==> src/fsp_pkg.sv <==
package fsp_pkg;

    localparam int MAX_SEP    = 8;
    localparam int POS_W      = 16;
    localparam int FIELD_W    = 16;
    localparam int CNT_W      = 16;
    localparam int LEN_W      = 4;
    localparam int SEP_W      = 64;
    localparam int CFG_IDX_W  = 8;
    localparam int SEP_IDX_W  = (MAX_SEP > 1) ? $clog2(MAX_SEP) : 1;
    localparam int OUTQ_DEPTH = 4;
    localparam int OUTQ_PTR_W = $clog2(OUTQ_DEPTH);
    localparam int OUTQ_LVL_W = $clog2(OUTQ_DEPTH + 1);

    typedef logic [7:0] t_byte;

    typedef struct packed {
        t_byte data_byte;
        logic  byte_valid;
        logic  last_byte;
    } t_in_item;

    typedef struct packed {
        logic [FIELD_W-1:0] field_start;
        logic [FIELD_W-1:0] field_length;
        logic               is_remainder;
        logic               last_field;
        logic               too_long;
    } t_out_item;

    typedef struct packed {
        logic [OUTQ_LVL_W-1:0] level;
        logic                  almost_full;
    } t_q_status;

endpackage

==> src/fsp_cell.sv <==
module fsp_cell (
    input  logic          i_clk,
    input  logic          i_rst_n,
    input  logic          i_shift,
    input  logic          i_clear,
    input  fsp_pkg::t_byte i_byte,
    input  logic          i_valid,
    input  fsp_pkg::t_byte i_want,
    input  logic          i_unused,
    output fsp_pkg::t_byte o_byte,
    output logic          o_valid,
    output logic          o_hit
);
    import fsp_pkg::*;

    t_byte r_byte;
    logic  r_valid;

    always_ff @(posedge i_clk) begin
        if (i_shift) begin
            r_byte <= i_byte;
        end
    end

    always_ff @(posedge i_clk) begin
        if (!i_rst_n) begin
            r_valid <= 1'b0;
        end else if (i_clear) begin
            r_valid <= 1'b0;
        end else if (i_shift) begin
            r_valid <= i_valid;
        end
    end

    assign o_byte  = r_byte;
    assign o_valid = r_valid;
    assign o_hit   = i_unused | (r_valid & (r_byte == i_want));

endmodule

==> src/fsp_out_fifo.sv <==
module fsp_out_fifo (
    input  logic               i_clk,
    input  logic               i_rst_n,
    input  logic               i_push0,
    input  logic               i_push1,
    input  fsp_pkg::t_out_item i_item0,
    input  fsp_pkg::t_out_item i_item1,
    input  logic               i_pop,
    output logic               o_valid,
    output fsp_pkg::t_out_item o_item,
    output fsp_pkg::t_q_status o_status
);
    import fsp_pkg::*;

    t_out_item               r_mem [OUTQ_DEPTH];
    logic [OUTQ_PTR_W-1:0]   r_wr;
    logic [OUTQ_PTR_W-1:0]   r_rd;
    logic [OUTQ_LVL_W-1:0]   r_level;
    logic [OUTQ_PTR_W-1:0]   n_wr;
    logic [OUTQ_LVL_W-1:0]   n_level;
    logic [OUTQ_PTR_W-1:0]   w_wr1;
    logic [OUTQ_LVL_W-1:0]   w_push_n;

    assign w_wr1    = r_wr + OUTQ_PTR_W'(1);
    assign w_push_n = OUTQ_LVL_W'(i_push0) + OUTQ_LVL_W'(i_push1);

    always_comb begin
        n_wr    = r_wr + OUTQ_PTR_W'(w_push_n);
        n_level = r_level + w_push_n - OUTQ_LVL_W'(i_pop);
    end

    always_ff @(posedge i_clk) begin
        if (i_push0) begin
            r_mem[r_wr] <= i_item0;
        end
        if (i_push1) begin
            r_mem[w_wr1] <= i_item1;
        end
    end

    always_ff @(posedge i_clk) begin
        if (!i_rst_n) begin
            r_wr    <= '0;
            r_rd    <= '0;
            r_level <= '0;
        end else begin
            r_wr    <= n_wr;
            r_level <= n_level;
            if (i_pop) begin
                r_rd <= r_rd + OUTQ_PTR_W'(1);
            end
        end
    end

    assign o_valid              = (r_level != '0);
    assign o_item               = r_mem[r_rd];
    assign o_status.level       = r_level;
    assign o_status.almost_full = (r_level >= OUTQ_LVL_W'(OUTQ_DEPTH - 1));

endmodule

==> src/field_splitter_unit.sv <==
// A field caused by a byte is written into the output queue when the byte is accepted and is offered from there.
// Throughput: one byte per cycle while o_in_stall is low; the separator window compare spans the cell row in one step.
// An item that yields two fields can stall input while the four-entry output queue drains.
// Reset: synchronous, active low; clears string state, queue and config to defaults.
module field_splitter_unit (
    input  logic                         i_clk,
    input  logic                         i_rst_n,
    input  logic                         i_in_valid,
    output logic                         o_in_stall,
    input  fsp_pkg::t_in_item            i_in_data,
    output logic                         o_out_valid,
    input  logic                         i_out_stall,
    output fsp_pkg::t_out_item           o_out_data,
    input  logic                         i_cfg_valid,
    output logic                         o_cfg_ready,
    input  logic [fsp_pkg::CFG_IDX_W-1:0] i_cfg_index,
    input  logic [fsp_pkg::SEP_W-1:0]     i_cfg_data
);
    import fsp_pkg::*;

    localparam logic [CFG_IDX_W-1:0] CFG_MODE    = CFG_IDX_W'(0);
    localparam logic [CFG_IDX_W-1:0] CFG_SEP     = CFG_IDX_W'(1);
    localparam logic [CFG_IDX_W-1:0] CFG_SEP_LEN = CFG_IDX_W'(2);
    localparam logic [CFG_IDX_W-1:0] CFG_MAX     = CFG_IDX_W'(3);
    localparam logic MODE_WS  = 1'b0;
    localparam logic MODE_SEP = 1'b1;
    localparam logic [POS_W-1:0] POS_MAX = '1;
    localparam logic [CNT_W-1:0] CNT_MAX = '1;

    function automatic logic [POS_W-1:0] sat_sub(input logic [POS_W-1:0] a,
                                                 input logic [POS_W-1:0] b);
        return (a > b) ? (a - b) : '0;
    endfunction

    function automatic logic [CNT_W-1:0] sat_inc(input logic [CNT_W-1:0] c);
        return (c != CNT_MAX) ? (c + CNT_W'(1)) : c;
    endfunction

    function automatic logic is_space(input t_byte b);
        return ((b >= 8'd9) && (b <= 8'd13)) || (b == 8'd32);
    endfunction

    logic                 r_mode;
    logic [SEP_W-1:0]     r_sep;
    logic [LEN_W-1:0]     r_sep_len;
    logic [CNT_W-1:0]     r_max;

    logic [POS_W-1:0]     r_pos;
    logic [POS_W-1:0]     r_fstart;
    logic [CNT_W-1:0]     r_cnt;
    logic                 r_in_word;
    logic                 r_limit;
    logic                 r_ovf;

    logic                 w_accept;
    logic                 w_shift;
    logic                 w_clear;
    logic [LEN_W-1:0]     w_n;
    logic [POS_W-1:0]     w_pos_n;
    logic                 w_ovf_n;
    logic                 w_match;
    logic                 w_in_hit;
    t_byte                w_cell_byte [MAX_SEP];
    logic [MAX_SEP-1:0]   w_cell_valid;
    logic [MAX_SEP-1:0]   w_cell_hit;

    logic [POS_W-1:0]     v_fstart;
    logic                 v_in_word;
    logic [CNT_W-1:0]     v_cnt;
    logic                 v_limit;
    logic                 v_fill_clr;
    logic                 a_v, b_v, c_v;
    logic [POS_W-1:0]     a_start, a_len, b_start, b_len, c_start, c_len;
    logic                 c_rem;
    t_out_item            w_a, w_b, w_c, w_res0, w_res1;
    logic                 w_push0, w_push1;
    logic                 w_pop;
    t_q_status            w_qstat;

    assign o_cfg_ready = 1'b1;

    always_ff @(posedge i_clk) begin
        if (!i_rst_n) begin
            r_mode    <= MODE_WS;
            r_sep     <= '0;
            r_sep_len <= LEN_W'(1);
            r_max     <= '0;
        end else if (i_cfg_valid && o_cfg_ready) begin
            unique case (i_cfg_index)
                CFG_MODE:    r_mode    <= i_cfg_data[0];
                CFG_SEP:     r_sep     <= i_cfg_data;
                CFG_SEP_LEN: r_sep_len <= i_cfg_data[LEN_W-1:0];
                CFG_MAX:     r_max     <= i_cfg_data[CNT_W-1:0];
                default: ;
            endcase
        end
    end

    always_comb begin
        if (r_sep_len == '0) begin
            w_n = LEN_W'(1);
        end else if (r_sep_len > LEN_W'(MAX_SEP)) begin
            w_n = LEN_W'(MAX_SEP);
        end else begin
            w_n = r_sep_len;
        end
    end

    assign w_accept = i_in_valid & ~o_in_stall;
    assign w_shift  = w_accept & i_in_data.byte_valid;
    assign w_clear  = w_accept & (v_fill_clr | i_in_data.last_byte);

    for (genvar gi = 0; gi < MAX_SEP; gi++) begin : g_cell
        logic [LEN_W-1:0]     w_idx;
        logic [SEP_IDX_W-1:0] w_sel;
        t_byte                w_prev;
        logic                 w_prev_valid;

        assign w_idx = w_n - LEN_W'(gi) - LEN_W'(2);
        assign w_sel = w_idx[SEP_IDX_W-1:0];
        if (gi == 0) begin : g_head
            assign w_prev       = i_in_data.data_byte;
            assign w_prev_valid = 1'b1;
        end else begin : g_body
            assign w_prev       = w_cell_byte[gi-1];
            assign w_prev_valid = w_cell_valid[gi-1];
        end

        fsp_cell u_cell (
            .i_clk    (i_clk),
            .i_rst_n  (i_rst_n),
            .i_shift  (w_shift),
            .i_clear  (w_clear),
            .i_byte   (w_prev),
            .i_valid  (w_prev_valid),
            .i_want   (r_sep[8*w_sel +: 8]),
            .i_unused (LEN_W'(gi + 1) >= w_n),
            .o_byte   (w_cell_byte[gi]),
            .o_valid  (w_cell_valid[gi]),
            .o_hit    (w_cell_hit[gi])
        );
    end

    logic [LEN_W-1:0] w_last_idx;
    assign w_last_idx = w_n - LEN_W'(1);
    assign w_in_hit   = (i_in_data.data_byte == r_sep[8*w_last_idx[SEP_IDX_W-1:0] +: 8]);
    assign w_match    = w_in_hit & (&w_cell_hit);

    assign w_ovf_n = r_ovf | (i_in_data.byte_valid & (r_pos == POS_MAX));
    assign w_pos_n = (i_in_data.byte_valid && r_pos != POS_MAX) ? r_pos + POS_W'(1) : r_pos;

    always_comb begin
        v_fstart   = r_fstart;
        v_in_word  = r_in_word;
        v_cnt      = r_cnt;
        v_limit    = r_limit;
        v_fill_clr = 1'b0;
        a_v = 1'b0; b_v = 1'b0; c_v = 1'b0;
        a_start = r_fstart; a_len = '0;
        b_start = r_fstart; b_len = '0;
        c_start = r_fstart; c_len = '0; c_rem = 1'b0;

        if (i_in_data.byte_valid && !r_limit) begin
            if (r_mode == MODE_WS) begin
                if (is_space(i_in_data.data_byte)) begin
                    if (r_in_word) begin
                        a_v       = 1'b1;
                        a_start   = r_fstart;
                        a_len     = sat_sub(r_pos, r_fstart);
                        v_in_word = 1'b0;
                        v_cnt     = sat_inc(r_cnt);
                        v_limit   = (r_max != '0) && (v_cnt >= r_max);
                        if (v_limit) begin
                            v_fstart = r_pos;
                        end
                    end
                end else if (!r_in_word) begin
                    v_in_word = 1'b1;
                    v_fstart  = r_pos;
                end
            end else if (w_match) begin
                a_v        = 1'b1;
                a_start    = r_fstart;
                a_len      = sat_sub(sat_sub(w_pos_n, POS_W'(w_n)), r_fstart);
                v_fstart   = w_pos_n;
                v_fill_clr = 1'b1;
                v_cnt      = sat_inc(r_cnt);
                v_limit    = (r_max != '0) && (v_cnt >= r_max);
            end
        end

        if (i_in_data.last_byte) begin
            if (r_mode == MODE_WS) begin
                if (!v_limit && v_in_word) begin
                    b_v       = 1'b1;
                    b_start   = v_fstart;
                    b_len     = sat_sub(w_pos_n, v_fstart);
                    v_in_word = 1'b0;
                    v_cnt     = sat_inc(v_cnt);
                    v_limit   = (r_max != '0) && (v_cnt >= r_max);
                    if (v_limit) begin
                        v_fstart = w_pos_n;
                    end
                end
                if (v_limit) begin
                    c_v     = 1'b1;
                    c_start = v_fstart;
                    c_len   = sat_sub(w_pos_n, v_fstart);
                    c_rem   = 1'b1;
                end
            end else begin
                c_v     = 1'b1;
                c_start = v_fstart;
                c_len   = sat_sub(w_pos_n, v_fstart);
                c_rem   = v_limit;
            end
        end
    end

    always_comb begin
        w_a = '{field_start: FIELD_W'(a_start), field_length: FIELD_W'(a_len),
                is_remainder: 1'b0, last_field: 1'b0, too_long: w_ovf_n};
        w_b = '{field_start: FIELD_W'(b_start), field_length: FIELD_W'(b_len),
                is_remainder: 1'b0, last_field: 1'b0, too_long: w_ovf_n};
        w_c = '{field_start: FIELD_W'(c_start), field_length: FIELD_W'(c_len),
                is_remainder: c_rem, last_field: 1'b0, too_long: w_ovf_n};

        w_res0 = a_v ? w_a : (b_v ? w_b : w_c);
        w_res1 = (a_v && b_v) ? w_b : w_c;
        w_push0 = w_accept & (a_v | b_v | c_v);
        w_push1 = w_accept & ((a_v & b_v) | (a_v & c_v) | (b_v & c_v));
        if (w_push1) begin
            w_res1.last_field = i_in_data.last_byte;
        end else begin
            w_res0.last_field = i_in_data.last_byte;
        end
    end

    always_ff @(posedge i_clk) begin
        if (!i_rst_n) begin
            r_pos     <= '0;
            r_fstart  <= '0;
            r_cnt     <= '0;
            r_in_word <= 1'b0;
            r_limit   <= 1'b0;
            r_ovf     <= 1'b0;
        end else if (w_accept) begin
            if (i_in_data.last_byte) begin
                r_pos     <= '0;
                r_fstart  <= '0;
                r_cnt     <= '0;
                r_in_word <= 1'b0;
                r_limit   <= 1'b0;
                r_ovf     <= 1'b0;
            end else begin
                r_pos     <= w_pos_n;
                r_fstart  <= v_fstart;
                r_cnt     <= v_cnt;
                r_in_word <= v_in_word;
                r_limit   <= v_limit;
                r_ovf     <= w_ovf_n;
            end
        end
    end

    assign w_pop = o_out_valid & ~i_out_stall;

    fsp_out_fifo u_outq (
        .i_clk    (i_clk),
        .i_rst_n  (i_rst_n),
        .i_push0  (w_push0),
        .i_push1  (w_push1),
        .i_item0  (w_res0),
        .i_item1  (w_res1),
        .i_pop    (w_pop),
        .o_valid  (o_out_valid),
        .o_item   (o_out_data),
        .o_status (w_qstat)
    );

    assign o_in_stall = w_qstat.almost_full;

`ifndef SYNTHESIS
    a_q_bound: assert property (@(posedge i_clk) disable iff (!i_rst_n)
        w_qstat.level <= OUTQ_LVL_W'(OUTQ_DEPTH))
        else $error("output queue over capacity");

    a_word_limit: assert property (@(posedge i_clk) disable iff (!i_rst_n)
        !(r_in_word && r_limit))
        else $error("open word after split limit");

    a_ovf_pos: assert property (@(posedge i_clk) disable iff (!i_rst_n)
        r_ovf |-> (r_pos == POS_MAX))
        else $error("overflow flag without saturated position");

    a_start_le_pos: assert property (@(posedge i_clk) disable iff (!i_rst_n)
        r_fstart <= r_pos)
        else $error("field start beyond position");
`endif

endmodule
==> config.mk <==
export PLATFORM = sky130hd
export DESIGN_NAME = field_splitter_unit
export DESIGN_NICKNAME = d
export VERILOG_FILES = /design/src/fsp_pkg.sv /design/src/fsp_cell.sv /design/src/fsp_out_fifo.sv /design/src/field_splitter_unit.sv
export SDC_FILE = /design/constraint.sdc
export NUM_CORES = 1
export LEC_CHECK = 0
export BUFFER_PORTS_ARGS = -buffer_cell sky130_fd_sc_hd__buf_4
export CAP_MARGIN = 20
export CORE_UTILIZATION = 40
export DETAILED_ROUTE_END_ITERATION = 12
export GPL_TIMING_DRIVEN = 0
export SLEW_MARGIN = 20
export SYNTH_ARGS = -nofsm -noshare
export SYNTH_HDL_FRONTEND = slang
export SYNTH_SLANG_ARGS = --single-unit
==> constraint.sdc <==
create_clock -name i_clk -period 11.9 [get_ports i_clk]
set_input_delay 2.38 -clock i_clk [delete_from_list [all_inputs] [get_ports i_clk]]
set_output_delay 2.38 -clock i_clk [all_outputs]
set_load 0.01 [all_outputs]
==> metrics.md <==
| Metric | Value |
|---|---|
| PnR worst setup slack | `0.318 ns` |
| Crit path capture type | `flop` |
| Cell Area, Placed | `28100 sq um` |
| # rows | `93` |
| Post-route ant nets | `0` |
| CTS tree | `done` |
| DRT iter0 DRCs | `2888` |
| Routability Congestion | `0.998` |
| Worst hold path type | `reg2reg` |
| Nets | `3189` |
| Top-area cell type share of the netlist area | `23.6%` |
| CP Max Fanout | `10` |
| CP max stage delay | `0.59 ns` |
| WS Path Type | `reg2reg` |
| Pre-Repair DR Iteration Count | `6` |
| Worst-skew pair later-pin latency | `0.60 ns` |
| Die footprint | `65900 sq um` |
| Gr ovfl total | `0` |
| Yosys warns | `0` |
| Hpwl dp | `85500 um` |
| Synth top area cells | `edfxtp_1 24%, dfxtp_1 12%, mux4_2 6.6%` |
| Ant diodes | `0` |
| Critical Path RT | `12.20 ns` |
| Fin. Hold Viols | `0` |
| Gr usage total | `32.2%` |
| Global-route wire length before repair | `156000 um` |
| Status | `completed` |
| Pin count of the biggest net entering global routing | `72` |
| Wirelength per Cell | `28.0 um` |
| Setup-failing EPs final | `0` |
| Maximum clock frequency | `0.0863 GHz` |
| Min Tclk post-route | `11.58 ns` |
| TritonCTS Buffers | `42` |
| Die X | `257 um` |
| Post-synth ARST share | `0%` |
| Vias in the first global route | `23100` |
| Max cap viols | `0` |
| Top-Level Pins | `125` |
| Met3 GRT Util | `7.98%` |
| Tcrit/Tclk final | `97.3%` |
| Post-synth top area cell | `edfxtp_1` |
| Core ar. | `64200 sq um` |
| Vias | `24300` |
| CTS Root Cell | `clkbuf_16` |
| Synth-to-layout area growth | `16.9%` |
| Global Route met2 Usage | `47.0%` |
| Clock slew at reported path FFs | `0.06 ns` |
| Netlist Area Pre-Place | `26000 sq um` |
| Cells after Synth | `2795` |
| Crit path max-delay cell type | `mux4_2` |
| Clock Path Buffers | `3` |
| Final WL | `109000 um` |
| Worst slew margin | `19.2%` |
| Flop and latch count out of synthesis | `357` |
| Part of the Yosys area used for sequential elements | `35.4%` |
| Final Cell Area | `30400 sq um` |
| Busiest grt layer | `met2` |
| Post-synth cell types | `102` |
| Synth Area per Inst | `9.29 sq um` |
| Worst Path Arrival | `11.88 ns` |
| GRT met1 Usage | `46.1%` |
| Die Y | `257 um` |
| Clock sink total | `357` |
| VDD IR-drop max | `86.5 uV` |
| Power per Cell Area | `119 nW/um^2` |
| Crit path launch type | `flop` |
| Most frequent cell on the critical path | `buf_6` |
| Number of flops mapped to enable cells by yosys | `204` |
| Layout cell share with drive strength beyond 1 | `16.3%` |
| Top FF cell, synth | `edfxtp_1` |
| Vias/cell | `6.26` |
| Buffers added on ports | `122` |
| Initial antenna violation count | `0` |
| Max Slew Vio Count | `0` |
| Post-Syn Nets | `2995` |
| DRC viols | `0` |
| Worst-Margin Slew | `1.20 ns` |
| H-tree depth | `2` |
| Starting Density | `40.4%` |
| Pleak | `11.1 nW` |
| Layout Skew | `0.0277 ns` |
| Worst slack at placement | `-3.08 ns` |
## what timing repair did
action | in CTS | in global routing
hold buffers | 0 | 0
gates resized for setup | 69 | 59
buffers inserted | 16 | 8
pin swaps | 8 | 13
endpoints found under the hold margin | 0 | 0
setup endpoints to repair | 275 | 64
## where the power goes
part | switching [mW] | internal [mW] | total (mW)
Combinational | 0.490 | 0.347 | 0.837
Clock | 0.572 | 0.818 | 1.39
Sequential | 0.0312 | 1.36 | 1.39
Total | 1.09 | 2.52 | 3.62
## worst paths after layout
check | slack, ns | startpoint | depth (start not counted) | to
min reg2reg | 0.46 | g_cell[0].u_cell.o_valid | 2 | g_cell[1].u_cell.o_valid
min | 0.46 | g_cell[0].u_cell.o_valid | 2 | g_cell[1].u_cell.o_valid
max | 0.32 | r_sep_len[1] | 51 | u_outq.r_mem[0][16]
max reg2reg | 0.32 | r_sep_len[1] | 51 | u_outq.r_mem[0][16]
## worst max-delay path, delay by kind of cell (launching register included)
kind                     cells  cell delay, ns
AO/OA/AOI/OAI               16            3.57
XOR/XNOR                     2            0.40
adder cells (fa/ha/maj)      4            1.02
buffers and inverters       13            2.13
flip-flops                   1            0.30
multiplexers                 3            1.47
AND/OR/NAND/NOR             13            2.36
## per-layer routing
metal,up-vias,share of wire (%)
li1,10800,-
met1,11900,44
met2,1326,42
met3,204,11
met4,0,3.4
met5,-,0
## final cells by class
class	instances	area, sq um
Buffer	172	826
Tap cell	855	1070
Fill cell	6144	33900
Multi-Input combinational cell	2164	16200
Inverter	100	383
Sequential cell	357	9190
Clock buffer	49	1130
Clock inverter	28	339
Timing Repair Buffer	152	1240
## placed cells by master, fill, tap and decap left out, types with 64 or more instances in the layout
master	netlist	layout
buf_4	5	149
o22ai_1	87	87
clkbuf_1	117	112
xnor2_1	101	98
a22oi_1	67	64
xor2_1	78	68
a21boi_0	96	96
nor2_1	183	180
inv_1	93	93
mux4_2	76	76
dfxtp_1	153	153
o21ai_0	112	105
ha_1	107	102
edfxtp_1	204	204
mux2i_1	119	114
nand2_1	358	355
nor2b_1	66	65
a21oi_1	117	115
## flip-flops by register name (all words and copies together), names as in the netlist, named ones only
register               flops
u_outq.r_mem             140
g_cell.u_cell.o_byte      64
r_sep                     64
r_cnt                     16
r_fstart                  16
r_max                     16
r_pos                     16
g_cell.u_cell.o_valid      8
r_sep_len                  4
u_outq.r_level             3
u_outq.r_rd                2
u_outq.r_wr                2
r_in_word                  1
r_limit                    1
r_mode                     1
r_ovf                      1
## synthesized netlist by cell type (all sizes together), types with 12 or more instances
cell and number:
nand2 358, edfxtp 204, nor2 186, dfxtp 153, o21ai 123, mux2i 120, clkbuf 119, a21oi 118
ha 107, xnor2 103, a21boi 97, inv 96, o22ai 87, xor2 78, mux4 76, a22oi 67
nor2b 66, buf 55, nand3 55, a21o 54, nor3 42, a31oi 39, and2 39, nand4 38
nand2b 28, mux2 25, nor4 24, a221oi 21, and3 17, o221ai 15, or2 12
## through the flow
step / hold slack (ns) / power, mW / TNS, ns / util (%) / cells
detailed placement: 0.454 / 2.22 / -299.29 / 43.8 / 3777
CTS: 0.462 / 3.61 / 0 / 46.7 / 3869
finish: 0.460 / 3.62 / 0 / 47.3 / 3877
global placement: 0.440 / 2.21 / -529.20 / 43.5 / 3772
floorplan: 0.432 / 1.92 / 0 / - / 2795
global route: 0.483 / 3.74 / -0.763 / 47.3 / 3877
## cell families after synthesis
group | count (synthesis) | synth area share, %
fa+ha+maj | 113 | 5.62
simple gates | 900 | 16.4
flops | 357 | 35.4
compound gates | 748 | 19.7
xor+xnor | 181 | 6.21
mux | 221 | 12.3
other cells | 1 | 0.0144
buf+inv | 274 | 4.33
Power figures use the tool's default switching activity.
